$ cat config.mk
export PLATFORM = sky130hd
export DESIGN_NAME = efp_divider
export DESIGN_NICKNAME = d
export VERILOG_FILES = /design/src/sv/efp_pkg.sv /design/src/sv/efp_divider.sv
export SDC_FILE = /design/constraint.sdc
export NUM_CORES = 2
export LEC_CHECK = 0
export BUFFER_PORTS_ARGS = -buffer_cell sky130_fd_sc_hd__buf_2
export CAP_MARGIN = 10
export CORE_MARGIN = 2
export CORE_UTILIZATION = 50
export CTS_CLUSTER_SIZE = 25
export DETAILED_ROUTE_END_ITERATION = 8
export PLACE_DENSITY = 0.69
export SLEW_MARGIN = 30
export SYNTH_ARGS = -nofsm -noshare
export SYNTH_HDL_FRONTEND = slang
export SYNTH_SLANG_ARGS = --single-unit
$ cat constraint.sdc
create_clock -name clk_i -period 10.45 [get_ports clk_i]
set_input_delay 2.09 -clock clk_i [delete_from_list [all_inputs] [get_ports clk_i]]
set_output_delay 2.09 -clock clk_i [all_outputs]
set_load 0.01 [all_outputs]
$ cat src/sv/efp_pkg.sv
package efp_pkg;

  localparam int unsigned CFG_IDX_W = 3;
  localparam int unsigned CFG_DATA_W = 32;

  typedef enum logic [CFG_IDX_W-1:0] {
    REG_FRICTION    = 3'd0,
    REG_START_POS   = 3'd1,
    REG_START_SPEED = 3'd2,
    REG_LOWER       = 3'd3,
    REG_UPPER       = 3'd4,
    REG_REST        = 3'd5
  } cfg_idx_e;

  localparam logic [15:0] FRICTION_RESET = 16'd4096;

  // Base-2 decay rate per unit of friction times milliseconds, split into two 18-bit halves.
  localparam logic [35:0] KDECAY = 36'd50823274627;
  localparam logic [17:0] KDECAY_HI = KDECAY[35:18];
  localparam logic [17:0] KDECAY_LO = KDECAY[17:0];

  localparam logic [31:0] LN2_Q32 = 32'd2977044472;
  localparam logic [27:0] INV_DRAG_Q16 = 28'd134051471;
  localparam logic [32:0] ONE_Q32 = 33'h1_0000_0000;

  localparam int unsigned SERIES_TERMS = 20;

  // Displacement divider: 44-bit dividend, four quotient bits per stage.
  localparam int unsigned DIV_W = 44;
  localparam int unsigned DIV_STEP = 4;
  localparam int unsigned POS_W = DIV_W + 2;

  localparam int unsigned LATENCY = 58;

endpackage

$ cat src/sv/efp_divider.sv
module efp_divider #(
  parameter int unsigned DIVIDEND_W = 44,
  parameter int unsigned DIVISOR_W = 16,
  parameter int unsigned TAG_W = 32
) (
  input  logic                  clk_i,
  input  logic                  rst_ni,
  input  logic                  in_valid_i,
  input  logic [DIVIDEND_W-1:0] dividend_i,
  input  logic [DIVISOR_W-1:0]  divisor_i,
  input  logic [TAG_W-1:0]      tag_i,
  output logic                  out_valid_o,
  output logic [DIVIDEND_W-1:0] quotient_o,
  output logic [TAG_W-1:0]      tag_o
);

  localparam int unsigned STEP = efp_pkg::DIV_STEP;
  localparam int unsigned STAGES = (DIVIDEND_W + STEP - 1) / STEP;
  localparam int unsigned EXT_W = STAGES * STEP;

  logic [EXT_W-1:0]     w_q [1:STAGES];
  logic [DIVISOR_W-1:0] r_q [1:STAGES];
  logic [TAG_W-1:0]     t_q [1:STAGES];
  logic                 v_q [1:STAGES];

  for (genvar s = 1; s <= STAGES; s++) begin : g_stage
    logic [EXT_W-1:0]     w_in;
    logic [EXT_W-1:0]     w_d;
    logic [DIVISOR_W-1:0] r_in;
    logic [DIVISOR_W-1:0] r_d;
    logic [TAG_W-1:0]     t_in;
    logic                 v_in;

    if (s == 1) begin : g_first
      assign w_in = EXT_W'(dividend_i);
      assign r_in = '0;
      assign t_in = tag_i;
      assign v_in = in_valid_i;
    end else begin : g_next
      assign w_in = w_q[s-1];
      assign r_in = r_q[s-1];
      assign t_in = t_q[s-1];
      assign v_in = v_q[s-1];
    end

    always_comb begin
      logic [DIVISOR_W:0] trial;
      w_d = w_in;
      r_d = r_in;
      for (int k = 0; k < STEP; k++) begin
        trial = {r_d, w_d[EXT_W-1]};
        w_d = {w_d[EXT_W-2:0], 1'b0};
        if (trial >= {1'b0, divisor_i}) begin
          r_d = DIVISOR_W'(trial - {1'b0, divisor_i});
          w_d[0] = 1'b1;
        end else begin
          r_d = trial[DIVISOR_W-1:0];
        end
      end
    end

    always_ff @(posedge clk_i or negedge rst_ni) begin
      if (!rst_ni) begin
        v_q[s] <= 1'b0;
      end else begin
        v_q[s] <= v_in;
      end
    end

    always_ff @(posedge clk_i) begin
      w_q[s] <= w_d;
      r_q[s] <= r_d;
      t_q[s] <= t_in;
    end
  end

  assign out_valid_o = v_q[STAGES];
  assign quotient_o = w_q[STAGES][DIVIDEND_W-1:0];
  assign tag_o = t_q[STAGES];

endmodule

# Word-level counts from Yosys, hierarchy flattened
# Memory sizes are Yosys's and may differ from the RTL's.
# Cells that the tools add are included.
# op_classes
n_addsub	44
n_lt_le_gt_ge	44
muxes	88
# op_table
operator	count
$ge 17x16->1	43
$mux 16	44
$sub 16x16->16	43
$mux 1	44
$ge 1x16->1	1
$sub 1x16->16	1
# word_totals
output_inout_bits	77
mem_count	3
mem_bits_rw	1012
ff_bits	11
elab_cells	190
# memory_table
memory	depth	width	rd	rd_clocked_by_memory_dff	wr	line_no	text
w_q	11	44	11	0	11	efp_divider.sv:21	logic [EXT_W-1:0] w_q [1:STAGES];
t_q	11	32	11	0	11	efp_divider.sv:23	logic [TAG_W-1:0] t_q [1:STAGES];
r_q	11	16	10	0	11	efp_divider.sv:22	logic [DIVISOR_W-1:0] r_q [1:STAGES];

# Longest topological paths before layout
# An unclocked memory read counts as a cell.
# logic_depth
ltp_word	9
ltp_mapped	51
ltp_nobuf	47

# Worst setup path after synthesis
# OpenSTA, ideal clock, no wires.
# synth_timing
kind	input port to flip-flop
start	in divisor_i[1]
end	reg r_q[0][39] (netlist name)
t_required_ns	10.329
stages	44
setup_slack_ns	-2.771
setup_ns	0.121
t_arrival_ns	13.100
cell_sequence	inv_2 -> ha_1 -> nor2b_1 -> o31a_1 -> o41ai_1 -> nor3_1 -> o221ai_2 -> clkbuf_1 -> mux2_2 -> ha_1 -> or4_1 -> o21ai_0 -> o221a_2 -> nand2b_1 -> nand3_1 -> clkbuf_1 -> mux2_2 -> inv_1 -> [8 not listed] -> o21ai_0 -> and2_1 -> buf_2 -> buf_2 -> mux2i_1 -> ha_1 -> nor2b_1 -> o21ai_0 -> a21boi_0 -> o211ai_1 -> a211oi_1 -> o31ai_1 -> a21boi_0 -> o31ai_1 -> o311ai_1 -> a31oi_2 -> buf_2 -> mux2_2
# synth_rtl
element	line_no	text
from (decl)	efp_divider.sv:10	input logic [DIVISOR_W-1:0] divisor_i,

==> qor.yml <==
run_status:
  status: "finished, violations left"
  violations: "setup timing"
global_route:
  grt_pass1_wl_mm: 291
  antenna_found_initial: 1
  grt_max_degree: 21
  grt.overflow.total: 0
  grtUsageTotal: 0.305
  grt_pass1_vias: 56800
critical_path:
  worstSetupStartpoint: "divisor_i[11]"
  cpPeakStageDelay_ps: 420
  required_ps: 11080
  reg2reg_from: "r_q[0][80]$_DFF_P_"
  critPathLaunchType: "primary input"
  arrival_ps: 11530
  worst-path-max-fanout: 8
  cp_slowest_cell: "o41ai_4"
  cpMostUsedCell: "buf_4"
  setup.worst_path.class: "in2reg"
  end_kind: "register"
synth:
  synth-async-reset-ratio: 0.0109
  yosys-top-cells-area: "dfxtp_1 (34%), ha_1 (15%), mux2_2 (5.5%)"
  synth_flop_cell: "dfxtp_1"
  synth_area_um2: 58000
  synthesis.nets: 7073
  synth-seq-cells: 1007
  ys_types: 96
  syn_area_per_cell_um2: 9.29
  synth_edf_count: 0
  ys_warn_count: 0
  syn_inst: 6246
  yosys.area.top_type: "dfxtp_1"
  netlist.area_leader.share: 0.344
  ys_seq_area_frac: 0.348
layout:
  syn_to_final_growth_pct: 51.7
  nets: 9624
  insertedDiodeCount: 0
  layout_commonest_cell: "buf_4"
  stdcell_count: 10400
  regArea_um2: 20200
  stdcell_area_um2: 88000
  multi_input_area_um2: 41200
  final_cell_mix: "buf_4 (2216), dfxtp_1 (996), ha_1 (541)"
  final_layout_size_suffix_gt1_frac: 0.417
  fin_util: 0.768
  n_fill_cell: 7630
floorplanning:
  die_area_um2: 119000
  coreArea_um2: 115000
  rows: 124
  io_pins: 172
  start_util: 0.506
  die_y_um: 345
  die-width_um: 345
routing:
  firstDrtPassIters: 6
  drc: 0
  wl_mm: 198
  drtIter0Drc: 3975
  viasPerCell: 5.58
  wl_per_cell_um: 19.0
  vias: 58000
  antenna_left: 0
sta:
  fin_hold_ws_ps: 286
  max_slew_margin: 0.531
  worstMarginPinSlew_ps: 703
  rsz0062_at_grt: "yes"
  fin_crit_sh: 1.04
  setup_viol_count_final: 66
  max_freq_mhz: 91.8
  fin_crit_ps: 10890
  worst_slack_ps: -444
  drv_slew: 0
  finalClockSkew_ps: 56.1
  hold_viol: 0
min_path:
  hold_path_class: "reg2reg"
  hold_start: "t_q[0][233]$_DFF_P_"
cts:
  clock-sinks: 1007
  root_buffer: "clkbuf_16"
  clock_latency_ps: 780
  cts_tree: "built"
  hold_buffers: 0
  clk_pin_slew_ps: 70
  cts_max_level: 3
  clockBufferDepth: 3
  numCtsBuffers: 102
placed_design:
  dp_cells: 9916
  dp_hpwl_mm: 142
  io_buffers: 171
  placed_area_um2: 77700
  routabilityCongestion: 0.970
run:
  cap_violations: 0
-- flip-flops by register name (all words and copies together), names as in the netlist --
| signal | count |
|---|---|
| g_stage.v_in | 10 |
| out_valid_o | 1 |
| r_q | 160 |
| t_q | 352 |
| w_q | 484 |
-- path summary, 6_finish.rpt --
kind	endpoint	slack, ps	cells after the start
worst max-delay path	r_q[0][100]$_DFF_P_	-440	55
max in group asynchronous	g_stage[6].v_in$_DFF_PN0_	9020	1
worst min register to register	t_q[0][265]$_DFF_P_	290	0
worst min-delay path	t_q[0][265]$_DFF_P_	290	0
worst max register to register	r_q[0][100]$_DFF_P_	760	50
min in group asynchronous	g_stage[3].v_in$_DFF_PN0_	1190	1
-- through the flow --
stage / worst slack [ps] / TNS, ps
4_1_cts: -104 / -1760
6_report: -444 / -16310
3_5_place_dp: -1410 / -147400
2_1_floorplan: -1230 / -129510
3_3_place_gp: -1250 / -121090
5_1_grt: -845 / -40460
-- layout make-up --
class	instances	share of cell area
Tap cell	1512	0.0215
Timing Repair inverter	1	0.0000853
Multi-Input combinational cell	4830	0.468
Inverter	320	0.0149
Clock inverter	57	0.00934
Sequential cell	1007	0.230
Timing Repair Buffer	2535	0.224
Clock buffer	135	0.0323
-- logic make-up after synthesis --
kind of cell | count (synthesis) | synth area share
xor gates and xnor gates | 475 | 0.0717
adders and majority gates | 732 | 0.163
and+or+nand+nor | 1533 | 0.130
buffers and inverters | 416 | 0.0277
muxes | 339 | 0.0647
AOI/OAI and AO/OA | 1744 | 0.194
DFF | 1007 | 0.348
-- routing by layer --
| layer | vias up | global-route usage | routed length (µm) |
|---|---|---|---|
| met5 | - | 0 | 12 |
| met4 | 2 | 0.132 | 11000 |
| met3 | 634 | 0.0431 | 11200 |
| met2 | 1848 | 0.531 | 94300 |
| met1 | 27600 | 0.374 | 81200 |
| li1 | 27900 | - | - |
-- critical path, delay by kind of cell --
kind | cells | cell delay [ps]
simple gates | 10 | 1350
xor+xnor | 1 | 110
compound gates | 16 | 3140
mux | 2 | 670
fa+ha+maj | 4 | 1110
buf+inv | 22 | 3020
-- timing repair --
item | CTS | global route
endpoints found under the setup margin | 126 | 171
pin swaps | 77 | 262
setup buffers | 123 | 168
resized for setup | 165 | 746
cloned | 6 | 11
-- synth_stat cells (all sizes together) (25+ instances only) --
| library cell | number |
|---|---|
| inv | 317 |
| buf | 32 |
| nand3 | 95 |
| o31ai | 43 |
| o211ai | 43 |
| and2 | 46 |
| or2 | 36 |
| a31oi | 46 |
| fa | 42 |
| nor3 | 140 |
| xnor2 | 310 |
| a211oi | 71 |
| nand2 | 386 |
| or3 | 41 |
| nand2b | 81 |
| dfxtp | 996 |
| o21bai | 59 |
| nor4 | 32 |
| clkbuf | 64 |
| a21o | 203 |
| nor2 | 367 |
| xor2 | 165 |
| ha | 690 |
| a21boi | 25 |
| and3 | 56 |
| a221o | 34 |
| a21oi | 501 |
| nor2b | 93 |
| mux2 | 284 |
| o21a | 113 |
| o21ai | 383 |
| mux2i | 55 |
| o31a | 30 |
| nand4 | 105 |
Power is left out: the tool's default activity adds up to more than one toggle a clock period on the data nets, which glitch-free logic cannot reach.
